`src/hdl/lph_pkg.sv`:
```
// Shared types and constants for the linear probing hash table.
// No dependencies; imported by every module of the block.
`timescale 1ns / 1ps
package lph_pkg;

  localparam int unsigned KEY_W   = 31;
  localparam int unsigned VAL_W   = 32;
  localparam int unsigned SLOTS_W = 5;

  localparam logic [SLOTS_W-1:0] SLOTS_RESET     = 5'd10;
  localparam logic [VAL_W-1:0]   NOT_FOUND_VALUE = '1;

  typedef enum logic [1:0] {
    OP_INSERT = 2'd0,
    OP_REMOVE = 2'd1,
    OP_SEARCH = 2'd2,
    OP_CLEAR  = 2'd3
  } lph_op_e;

  typedef enum logic [1:0] {
    STAT_OK        = 2'd0,
    STAT_NOT_FOUND = 2'd1,
    STAT_FULL      = 2'd2
  } lph_status_e;

  typedef enum logic [1:0] {
    MARK_EMPTY   = 2'd0,
    MARK_LIVE    = 2'd1,
    MARK_DELETED = 2'd2
  } lph_mark_e;

  typedef enum logic [1:0] {
    ST_IDLE  = 2'd0,
    ST_MOD   = 2'd1,
    ST_PROBE = 2'd2,
    ST_CLEAR = 2'd3
  } lph_state_e;

  typedef struct packed {
    lph_op_e                  opcode;
    logic [KEY_W-1:0]         key;
    logic signed [VAL_W-1:0]  value;
  } lph_in_t;

  typedef struct packed {
    logic                     found;
    logic signed [VAL_W-1:0]  read_value;
    lph_status_e              status;
    logic                     table_empty;
  } lph_out_t;

endpackage

```
`src/hdl/lph_mod.sv`:
```
// Bit-serial restoring remainder unit: key modulo the active slot count.
// One dividend bit per cycle. Depends on lph_pkg.
`timescale 1ns / 1ps
module lph_mod (
  input  logic                        clk_i,
  input  logic                        rst_ni,
  input  logic                        start_i,
  input  logic [lph_pkg::KEY_W-1:0]   dividend_i,
  input  logic [lph_pkg::SLOTS_W-1:0] divisor_i,
  output logic                        done_o,
  output logic [lph_pkg::SLOTS_W-1:0] rem_o
);
  import lph_pkg::*;

  localparam logic [SLOTS_W-1:0] LAST_STEP = SLOTS_W'(KEY_W - 1);

  logic               busy_q;
  logic               done_q;
  logic [SLOTS_W-1:0] cnt_q;
  logic [KEY_W-1:0]   dvd_q;
  logic [SLOTS_W-1:0] div_q;
  logic [SLOTS_W-1:0] rem_q;
  logic [SLOTS_W:0]   trial;
  logic [SLOTS_W:0]   diff;
  logic [SLOTS_W-1:0] rem_d;

  always_comb begin
    trial = {rem_q, dvd_q[KEY_W-1]};
    diff  = trial - {1'b0, div_q};
    if (trial >= {1'b0, div_q}) begin
      rem_d = diff[SLOTS_W-1:0];
    end else begin
      rem_d = trial[SLOTS_W-1:0];
    end
  end

  always_ff @(posedge clk_i or negedge rst_ni) begin
    if (!rst_ni) begin
      busy_q <= 1'b0;
      done_q <= 1'b0;
      cnt_q  <= '0;
    end else if (start_i) begin
      busy_q <= 1'b1;
      done_q <= 1'b0;
      cnt_q  <= '0;
    end else if (busy_q) begin
      cnt_q <= cnt_q + 1'b1;
      if (cnt_q == LAST_STEP) begin
        busy_q <= 1'b0;
        done_q <= 1'b1;
      end
    end else begin
      done_q <= 1'b0;
    end
  end

  always_ff @(posedge clk_i) begin
    if (start_i) begin
      dvd_q <= dividend_i;
      div_q <= divisor_i;
      rem_q <= '0;
    end else if (busy_q) begin
      dvd_q <= {dvd_q[KEY_W-2:0], 1'b0};
      rem_q <= rem_d;
    end
  end

  assign done_o = done_q;
  assign rem_o  = rem_q;

endmodule

```
`src/hdl/linear_probe_hash_table.sv`:
```
// Top level of the linear probing hash table: sequencer, slot marks and slot memory.
// Depends on lph_pkg and lph_mod.
//
//   channel   handshake                      payload
//   in        start_i / busy_o               in_i  (opcode, key, value)
//   result    done_o (one-cycle strobe)      res_o (found, read_value, status, table_empty)
//   config    cfg_valid_i / cfg_ready_o      cfg_data_i (slots_in_use)
//
// Insert, remove and search pass through ST_MOD, where the serial modulo unit forms the
// home slot, and then ST_PROBE, which probes at least one slot and at most the active
// slot count. Clear passes through ST_CLEAR alone.
// Each probe step reads one slot of the memory per cycle.
// Reset and every config write empty all slots at once; slots_in_use resets to 10.
// Results are not stalled: done_o is high for one cycle and start_i may be taken then.
`timescale 1ns / 1ps
module linear_probe_hash_table #(
  parameter int unsigned TABLE_DEPTH = 16
) (
  input  logic                        clk_i,
  input  logic                        rst_ni,
  input  logic                        start_i,
  output logic                        busy_o,
  input  lph_pkg::lph_in_t            in_i,
  output logic                        done_o,
  output lph_pkg::lph_out_t           res_o,
  input  logic                        cfg_valid_i,
  output logic                        cfg_ready_o,
  input  logic [lph_pkg::SLOTS_W-1:0] cfg_data_i
);
  import lph_pkg::*;

  localparam int unsigned SLOT_MAX   = (1 << SLOTS_W) - 1;
  localparam int unsigned MARK_DEPTH = (TABLE_DEPTH < SLOT_MAX) ? TABLE_DEPTH : SLOT_MAX;
  localparam int unsigned IDX_W      = $clog2(MARK_DEPTH);
  localparam int unsigned LIVE_W     = $clog2(MARK_DEPTH + 1);
  localparam logic [SLOTS_W-1:0] N_MAX = SLOTS_W'(MARK_DEPTH);

  lph_state_e         state_q, state_d;
  logic [SLOTS_W-1:0] slots_q;
  lph_mark_e          mark_q [MARK_DEPTH];
  logic [LIVE_W-1:0]  live_q, live_d;
  lph_op_e            op_q;
  logic [KEY_W-1:0]   key_q;
  logic [VAL_W-1:0]   val_q;
  logic [IDX_W-1:0]   h_q, h_d;
  logic [SLOTS_W-1:0] step_q, step_d;
  logic               free_vld_q, free_vld_d;
  logic [IDX_W-1:0]   free_q, free_d;
  logic               done_q;
  lph_out_t           res_q, res_d;

  logic [KEY_W-1:0]   key_mem  [MARK_DEPTH];
  logic [VAL_W-1:0]   data_mem [MARK_DEPTH];
  logic [KEY_W-1:0]   key_rd_q;
  logic [VAL_W-1:0]   data_rd_q;

  logic               accept;
  logic               cfg_wr;
  logic [SLOTS_W-1:0] n_act;
  logic               mod_start;
  logic               mod_done;
  logic [SLOTS_W-1:0] mod_rem;
  lph_mark_e          cur_mark;
  logic               key_hit;
  logic               is_free;
  logic               last_step;
  logic [IDX_W:0]     h_inc;
  logic [IDX_W-1:0]   h_wrap;
  logic               free_sel_vld;
  logic [IDX_W-1:0]   free_sel;
  logic               finish;
  logic               hit;
  logic               mem_wr;
  logic               key_wr;
  logic [IDX_W-1:0]   wr_idx;
  logic               mark_wr;
  logic [IDX_W-1:0]   mark_idx;
  lph_mark_e          mark_val;
  logic               clr_all;

  assign accept      = start_i && (state_q == ST_IDLE);
  assign cfg_wr      = cfg_valid_i && cfg_ready_o;
  assign busy_o      = (state_q != ST_IDLE);
  assign cfg_ready_o = (state_q == ST_IDLE);
  assign done_o      = done_q;
  assign res_o       = res_q;

  always_comb begin
    if (slots_q == '0) begin
      n_act = SLOTS_W'(1);
    end else if (slots_q > N_MAX) begin
      n_act = N_MAX;
    end else begin
      n_act = slots_q;
    end
  end

  lph_mod u_mod (
    .clk_i      (clk_i),
    .rst_ni     (rst_ni),
    .start_i    (mod_start),
    .dividend_i (in_i.key),
    .divisor_i  (n_act),
    .done_o     (mod_done),
    .rem_o      (mod_rem)
  );

  assign cur_mark     = mark_q[h_q];
  assign key_hit      = (cur_mark == MARK_LIVE) && (key_rd_q == key_q);
  assign is_free      = (cur_mark == MARK_EMPTY) || (cur_mark == MARK_DELETED);
  assign last_step    = ((step_q + 1'b1) == n_act);
  assign h_inc        = {1'b0, h_q} + 1'b1;
  assign h_wrap       = ((SLOTS_W + 1)'(h_inc) >= (SLOTS_W + 1)'(n_act)) ? '0
                                                                          : h_inc[IDX_W-1:0];
  assign free_sel_vld = free_vld_q || is_free;
  assign free_sel     = free_vld_q ? free_q : h_q;

  always_comb begin
    state_d    = state_q;
    h_d        = h_q;
    step_d     = step_q;
    free_vld_d = free_vld_q;
    free_d     = free_q;
    mod_start  = 1'b0;
    finish     = 1'b0;
    hit        = 1'b0;
    unique case (state_q)
      ST_IDLE: begin
        if (start_i) begin
          if (in_i.opcode == OP_CLEAR) begin
            state_d = ST_CLEAR;
          end else begin
            mod_start = 1'b1;
            state_d   = ST_MOD;
          end
        end
      end
      ST_MOD: begin
        if (mod_done) begin
          h_d        = mod_rem[IDX_W-1:0];
          step_d     = '0;
          free_vld_d = 1'b0;
          state_d    = ST_PROBE;
        end
      end
      ST_PROBE: begin
        if (is_free && !free_vld_q) begin
          free_vld_d = 1'b1;
          free_d     = h_q;
        end
        if (key_hit) begin
          hit    = 1'b1;
          finish = 1'b1;
        end else if (cur_mark == MARK_EMPTY || last_step) begin
          finish = 1'b1;
        end else begin
          h_d    = h_wrap;
          step_d = step_q + 1'b1;
        end
        if (finish) begin
          state_d = ST_IDLE;
        end
      end
      ST_CLEAR: begin
        finish  = 1'b1;
        state_d = ST_IDLE;
      end
      default: begin
        state_d = ST_IDLE;
      end
    endcase
  end

  always_comb begin
    res_d.found      = 1'b0;
    res_d.read_value = NOT_FOUND_VALUE;
    res_d.status     = STAT_OK;
    live_d           = live_q;
    mem_wr           = 1'b0;
    key_wr           = 1'b0;
    wr_idx           = h_q;
    mark_wr          = 1'b0;
    mark_idx         = h_q;
    mark_val         = MARK_LIVE;
    clr_all          = 1'b0;
    if (finish) begin
      unique case (op_q)
        OP_INSERT: begin
          if (hit) begin
            mem_wr = 1'b1;
          end else if (free_sel_vld) begin
            mem_wr   = 1'b1;
            key_wr   = 1'b1;
            wr_idx   = free_sel;
            mark_wr  = 1'b1;
            mark_idx = free_sel;
            live_d   = live_q + 1'b1;
          end else begin
            res_d.status = STAT_FULL;
          end
        end
        OP_REMOVE: begin
          if (hit) begin
            mark_wr     = 1'b1;
            mark_val    = MARK_DELETED;
            res_d.found = 1'b1;
            if (live_q != '0) begin
              live_d = live_q - 1'b1;
            end
          end else begin
            res_d.status = STAT_NOT_FOUND;
          end
        end
        OP_SEARCH: begin
          if (hit) begin
            res_d.found      = 1'b1;
            res_d.read_value = data_rd_q;
          end else begin
            res_d.status = STAT_NOT_FOUND;
          end
        end
        OP_CLEAR: begin
          clr_all = 1'b1;
          live_d  = '0;
        end
        default: begin
          clr_all = 1'b0;
        end
      endcase
    end
    res_d.table_empty = (live_d == '0);
  end

  always_ff @(posedge clk_i or negedge rst_ni) begin
    if (!rst_ni) begin
      state_q    <= ST_IDLE;
      slots_q    <= SLOTS_RESET;
      live_q     <= '0;
      done_q     <= 1'b0;
      step_q     <= '0;
      free_vld_q <= 1'b0;
      for (int i = 0; i < MARK_DEPTH; i++) begin
        mark_q[i] <= MARK_EMPTY;
      end
    end else begin
      state_q    <= state_d;
      done_q     <= finish;
      step_q     <= step_d;
      free_vld_q <= free_vld_d;
      if (cfg_wr) begin
        slots_q <= cfg_data_i;
      end
      if (cfg_wr || clr_all) begin
        live_q <= '0;
        for (int i = 0; i < MARK_DEPTH; i++) begin
          mark_q[i] <= MARK_EMPTY;
        end
      end else begin
        live_q <= live_d;
        if (mark_wr) begin
          mark_q[mark_idx] <= mark_val;
        end
      end
    end
  end

  always_ff @(posedge clk_i) begin
    h_q    <= h_d;
    free_q <= free_d;
    if (accept) begin
      op_q  <= in_i.opcode;
      key_q <= in_i.key;
      val_q <= in_i.value;
    end
    if (finish) begin
      res_q <= res_d;
    end
  end

  always_ff @(posedge clk_i) begin
    if (mem_wr) begin
      data_mem[wr_idx] <= val_q;
    end
    if (key_wr) begin
      key_mem[wr_idx] <= key_q;
    end
    key_rd_q  <= key_mem[h_d];
    data_rd_q <= data_mem[h_d];
  end

endmodule

```
`config.mk`:
```
export PLATFORM = sky130hd
export DESIGN_NAME = linear_probe_hash_table
export DESIGN_NICKNAME = d
export VERILOG_FILES = /design/src/hdl/lph_pkg.sv /design/src/hdl/lph_mod.sv /design/src/hdl/linear_probe_hash_table.sv
export SDC_FILE = /design/constraint.sdc
export NUM_CORES = 1
export LEC_CHECK = 0
export BUFFER_PORTS_ARGS = -buffer_cell sky130_fd_sc_hd__buf_2
export CORE_ASPECT_RATIO = 0.9
export CORE_MARGIN = 2
export CORE_UTILIZATION = 50
export CTS_CLUSTER_SIZE = 10
export DETAILED_ROUTE_END_ITERATION = 7
export PLACE_DENSITY = 0.63
export SLEW_MARGIN = 0
export SYNTH_ARGS = -nofsm -noshare
export SYNTH_HDL_FRONTEND = slang
export SYNTH_SLANG_ARGS = --single-unit
```
`constraint.sdc`:
```
create_clock -name clk_i -period 6.95 [get_ports clk_i]
set_clock_uncertainty 0.2 [all_clocks]
set_input_delay 2.085 -clock clk_i [delete_from_list [all_inputs] [get_ports clk_i]]
set_output_delay 2.085 -clock clk_i [all_outputs]
set_load 0.01 [all_outputs]
```
# Word-level counts from Yosys, hierarchy flattened

Memories as Yosys holds them, arrays and structs flattened. A register that Yosys moved wholly into a read port is not among the register bits.
Cells that the tools add are included.

ROM bits: 0
Logic and storage cells: 182
Bits in writable memories: 1008
Input port bits: 74
Bits in latches: 0
Flip-flop bits (word level): 208
Memories: 2

Memories:

| name     | depth | width | read ports | clocked after memory_dff | wr ports | line                          | text |
|---|---|---|---|---|---|---|---|
| data_mem | 16    | 32    | 1          | 1                        | 1        | linear_probe_hash_table.sv:53 | `logic [VAL_W-1:0] data_mem [MARK_DEPTH];` |
| key_mem  | 16    | 31    | 1          | 1                        | 1        | linear_probe_hash_table.sv:52 | `logic [KEY_W-1:0] key_mem [MARK_DEPTH];` |

Divide/modulo/power cells: 0
Multiplexer cells: 84
Bitwise logic cells: 2
Add/subtract/negate cells: 6
Reduce and logical (&&, ||, !) cells: 26
Multipliers: 0
Magnitude comparators: 6
Shifts and indexed selects: 0
Equality and inequality tests: 19

Operators with widths:

| cell                                                            | number |
|---|---|
| 5-bit 2-to-1 mux                                                | 14 |
| 32-bit 2-to-1 mux                                               | 2 |
| 31-bit 2-to-1 mux                                               | 2 |
| 4-bit 2-to-1 mux                                                | 9 |
| 33-bit 2-to-1 mux                                               | 1 |
| 32-bit bitwise mux                                              | 1 |
| 1-bit 2-to-1 mux                                                | 32 |
| 31-bit == test                                                  | 1 |
| 2-bit 2-to-1 mux                                                | 12 |
| 5-bit by 1-bit adder with 5-bit output, second input constant   | 3 |
| 5-bit case mux with 3 select lines                              | 1 |
| 2-bit == test, second input constant                            | 6 |
| 5-bit greater-or-equal comparator, second input constant        | 2 |
| 5-bit logical NOT                                               | 2 |
| 2-bit inequality test, second input constant                    | 5 |
| 4-bit NOT with 5-bit output                                     | 2 |
| 5-bit case mux with 2 select lines                              | 1 |
| 2-bit binary-select mux with 4-bit select                       | 1 |
| 2-bit demux with 4-bit select                                   | 1 |
| 1-bit case mux with 2 select lines                              | 4 |
| 2-bit case mux with 4 select lines                              | 1 |
| 4-bit case mux with 2 select lines                              | 1 |
| 2-bit nonzero test                                              | 4 |
| 2-bit by 1-bit == test with 1-bit output, second input constant | 3 |
| 21 further kinds                                                | 32 |

# Depth between registers and ports, before layout

Depth in word-level cells: 19
Gate-level depth with buffers: 18
Depth with buffers taken out: 14

# By module

From an unflattened synthesis, not the netlist that was laid out.

Cells, all modules: 2806
Area, all modules: 49073.3 um^2

By module, submodules not included:

| module                  | cells an instance | area each (um^2) | instances |
|---|---|---|---|
| linear_probe_hash_table | 2654              | 46852.4          | 1 |
| lph_mod                 | 152               | 2220.9           | 1 |

# Least setup slack after synthesis

OpenSTA, ideal clock, no wires.

Path type: reg-to-reg
Start point: register step_q[0]
End point: memory data_mem[10][0] (enable)
Path slack: 1578 ps
Path buffers: 1
Setup time: 421 ps
Cell stages (with the launch flop): 11
Arrival time: 4750 ps
Required time: 6329 ps
Path through: dfrtp_1 > ha_1 > xor2_1 > or4b_1 > mux2_2 > a211oi_1 > a221oi_1 > clkinv_1 > o211ai_1 > clkbuf_1 > nor2_1

Longest elaborated chain between the ends: 10

Ends and longest elaborated chain:

| item                                     | line                           | text |
|---|---|---|
| from (decl)                              | linear_probe_hash_table.sv:46  | `logic [SLOTS_W-1:0] step_q, step_d;` |
| from (signal assigned)                   | linear_probe_hash_table.sv:248 | `step_q <= step_d;` |
| 5-bit by 1-bit adder with 5-bit output * | linear_probe_hash_table.sv:111 | `assign last_step = ((step_q + 1'b1) == n_act);` |
| 5-bit == test *                          | linear_probe_hash_table.sv:111 |  |
| 1-bit logical OR *                       | linear_probe_hash_table.sv:154 | `end else if (cur_mark == MARK_EMPTY \|\| last_step) begin` |
| 1-bit 2-to-1 mux *                       | linear_probe_hash_table.sv:154 |  |
| 1-bit 2-to-1 mux *                       | linear_probe_hash_table.sv:151 | `if (key_hit) begin` |
| 1-bit 2-to-1 mux *                       | linear_probe_hash_table.sv:127 | `unique case (state_q)` |
| 1-bit case mux with 2 select lines *     | linear_probe_hash_table.sv:127 |  |
| net finish                               | linear_probe_hash_table.sv:71  | `logic finish;` |
| 1-bit 2-to-1 mux                         | linear_probe_hash_table.sv:186 | `if (finish) begin` |
| 1-bit 2-to-1 mux                         | linear_probe_hash_table.sv:281 | `if (mem_wr) begin` |
| 1-bit 2-to-1 mux (implied by the code)   | linear_probe_hash_table.sv:282 | `data_mem[wr_idx] <= val_q;` |
| to (decl)                                | linear_probe_hash_table.sv:53  |  |

The timed path passes the listed nets; every way through them passes the cells marked *. The select of a mux whose other input is x is not followed.

# Worst setup path after layout

Start point: register h_q[1]
End point: register data_rd_q[0], read port of data_mem

Longest elaborated chain between the ends: 9

Ends and longest elaborated chain:

| item                                                                           | line                           | text |
|---|---|---|
| from (decl)                                                                    | linear_probe_hash_table.sv:45  | `logic [IDX_W-1:0] h_q, h_d;` |
| from (signal assigned)                                                         | linear_probe_hash_table.sv:268 | `h_q <= h_d;` |
| branches (longest 8 deep; another with 4-bit by 1-bit adder with 5-bit output) | --                             |  |
| 4-bit case mux with 2 select lines *                                           | linear_probe_hash_table.sv:127 |  |
| to (decl)                                                                      | linear_probe_hash_table.sv:55  | `logic [VAL_W-1:0] data_rd_q;` |

Every way passes the cells marked *. The select of a mux whose other input is x is not followed.
A chain may end at the register's enable or synchronous reset.

==> reports/qor.yml <==
drv_slew: 0
num_vias: 34100
grt_setup_unrepaired: "no"
detailedPlace.worstSlack_ns: 1.43
number_of_flops_mapped_to_enable_cells_by_yosys: 1149
synthToLayoutAreaGrowth_pct: 12.6
fin_ws_ns: 1.33
critPathLaunchType: "register"
drive_gt1_frac: 0.124
layout_common_cells: "edfxtp_1 (1149), nand2_1 (418), a21oi_1 (284), a221oi_1 (254), inv_1 (156)"
worst_slew_pin_slew_ns: 1.27
antenna_diode_count: 0
drt-vias-per-instance: 6.38
synth-warning-count: 0
clockRootBuffer: "clkbuf_16"
final-setup-viol-count: 0
postLayoutCellArea_um2: 60100
globalplace.congestion: 0.835
yosysUniqueCellTypes: 70
die-width_um: 348
arrival_ns: 6.09
fin_crit_ns: 5.62
grt_pass1_wl_mm: 212
number_of_nets_at_the_end_of_the_flow: 3955
hold_viol: 0
met2RoutedLength_mm: 61.9
postSynth.topFlopCell: "edfxtp_1"
antenna_found_initial: 0
wl_met3_mm: 12.2
tritoncts: "yes"
grt_util_all_layers: 0.256
antenna_left: 0
post_cts_hold_buffer_count: 0
clock_insertion_delay_worst_skew_ns: 0.75
post_layout_nonfiller_instances: 5348
postSynthAreaPerCell_um2: 13.9
critical_path_peak_fanout: 64
hold_path_class: "reg2reg"
cts_buffers: 147
static-leakage-power_nw: 20.7
ys_seq_area_frac: 0.701
drc_errors: 0
maxSlewHeadroom: 0.149
syn-num-nets: 3937
total_chip_power_mw: 22.0
worst-endpoint-required_ns: 7.43
critical_path_class: "reg2reg"
clock_tree.buffer_depth: 3
detailed_place.area_um2: 55700
setup_tns_ns: 0
detailed_routing_wirelength_on_met1_mm: 63.9
number_of_violations_of_the_max_capacitance_limit: 0
htree_levels: 4
core.rowCount: 113
worst_hold_slack_ns: 0.274
netlist_instances: 3838
share_of_the_clock_period_used_by_the_worst_path_after_layout: 0.808
count_of_buffers_from_port_buffering: 112
grt.overflow.total: 0
power.ir.vdd_worst_mv: 0.424
place.detailed.instances: 5087
drt_wl_total_mm: 140
average_wire_per_standard_cell_um: 26.3
setup.worst_path.end_class: "register"
power_density_nw_per_um2: 366
fmaxAchievable_mhz: 178
post_synth_instance_area_um2: 53400
postSynth.asyncResetShare: 0.0453
top_signal_layer_used: "met4"
maximum_number_of_pins_on_one_net_before_global_route_repair: 199
first_pass_iters: 5
post-cts-setup-buffers: 0
fp.dieH_um: 314
core_region_area_um2: 106000
first_global_vias: 32800
final_core_util: 0.569
first_iter_violations: 3914
ffs_latches_synth: 1279
cts.sink_count: 1279
result_of_the_run: "complete, no violations"
hpwl_mm: 72.6
clkTransAtPathRegs_ns: 0.06
post_cts.resized_instances: 0
design.die.area_um2: 109000
initial_cell_density_of_the_core: 0.505
regToRegSetupSlack_ns: 1.33
i_o_pin_count: 113
final_common_cell: "edfxtp_1"
==> cell type report <==
cell class                      count  area (um^2)
Clock inverter                     13          259
Tap cell                         1380         1730
Multi-Input combinational cell   2051        14300
Inverter                          160          616
Fill cell                        8192        45500
Sequential cell                  1279        37400
Clock buffer                      248         4160
Timing Repair Buffer              217         1660
==> Yosys cell counts, types with 10 or more instances <==
cell / n / area, um^2
nor3_1: 19 / 95.1
nand3_1: 14 / 70.1
o311ai_0: 126 / 1100
dfrtp_1: 56 / 1400
mux2_2: 40 / 450
buf_2: 76 / 380
nand2_1: 419 / 1570
ha_1: 24 / 300
o22ai_1: 65 / 407
a211oi_1: 130 / 976
edfxtp_1: 1149 / 34500
dfxtp_1: 72 / 1440
clkbuf_1: 250 / 938
o21ai_0: 32 / 160
o211a_1: 18 / 180
nand2b_1: 61 / 382
mux2i_1: 147 / 1470
nor2_1: 82 / 308
a221oi_1: 254 / 2220
xnor2_1: 36 / 315
nand4_1: 15 / 93.8
inv_1: 157 / 589
buf_1: 16 / 60.1
xor2_1: 10 / 87.6
a21oi_1: 284 / 1420
a41oi_1: 126 / 1100
or3_1: 64 / 400
==> metal layers <==
layer	GRT usage	vias up
li1	-	15100
met5	0	-
met2	0.371	1625
met3	0.0492	209
met1	0.395	17100
met4	0.0669	0
==> worst max-delay path: stages (launching register included) <==
cell	delay (ns)
dfxtp_1	0.75
ha_1	0.34
xor2_1	0.17
ha_1	0.26
a21oi_1	0.11
o21ai_0	0.10
maj3_1	0.36
a211oi_1	0.52
o211ai_1	0.46
o221a_4	0.39
inv_2	0.08
buf_4	0.82
o311ai_0	0.34
o22ai_1	0.39
or3_1	0.18
==> worst paths after layout <==
check                                from              to  depth (start not counted)
setup / recovery                   h_q[1]    data_rd_q[0]                         14
hold / removal             u_mod.rem_o[4]  u_mod.rem_o[4]                          2
setup reg to reg                   h_q[1]    data_rd_q[0]                         14
hold reg to reg            u_mod.rem_o[4]  u_mod.rem_o[4]                          2
max in group asynchronous          rst_ni      mark_q[11]                          2
min in group asynchronous          rst_ni      slots_q[4]                          2
==> report_power, final <==
part	switching, mW	total (mW)	internal, mW
clock	3.03	7.16	4.13
sequential	0.535	9.83	9.29
combinational	3.53	4.99	1.47
total	7.10	22.0	14.9
==> flip-flops by register name, summed over array words and instances, names as in the netlist, 31 cells and up <==
signal	flops
data_mem	512
key_mem	496
data_rd_q	32
res_o	36
key_rd_q	31
key_q	31
u_mod.dvd_q	31
val_q	32
mark_q	32
==> logic make-up (layout without fill, tap and decap cells) <==
kind of cell | after synthesis | in the layout | synth area share
flip-flops | 1279 | 1279 | 0.701
AO/OA/AOI/OAI | 1069 | 1069 | 0.148
AND/OR/NAND/NOR | 716 | 716 | 0.0602
buffers and inverters | 508 | 638 | 0.0382
multiplexers | 194 | 194 | 0.0390
XOR/XNOR | 46 | 46 | 0.00755
adder cells (fa/ha/maj) | 26 | 26 | 0.00619
Power figures use the tool's default switching activity.
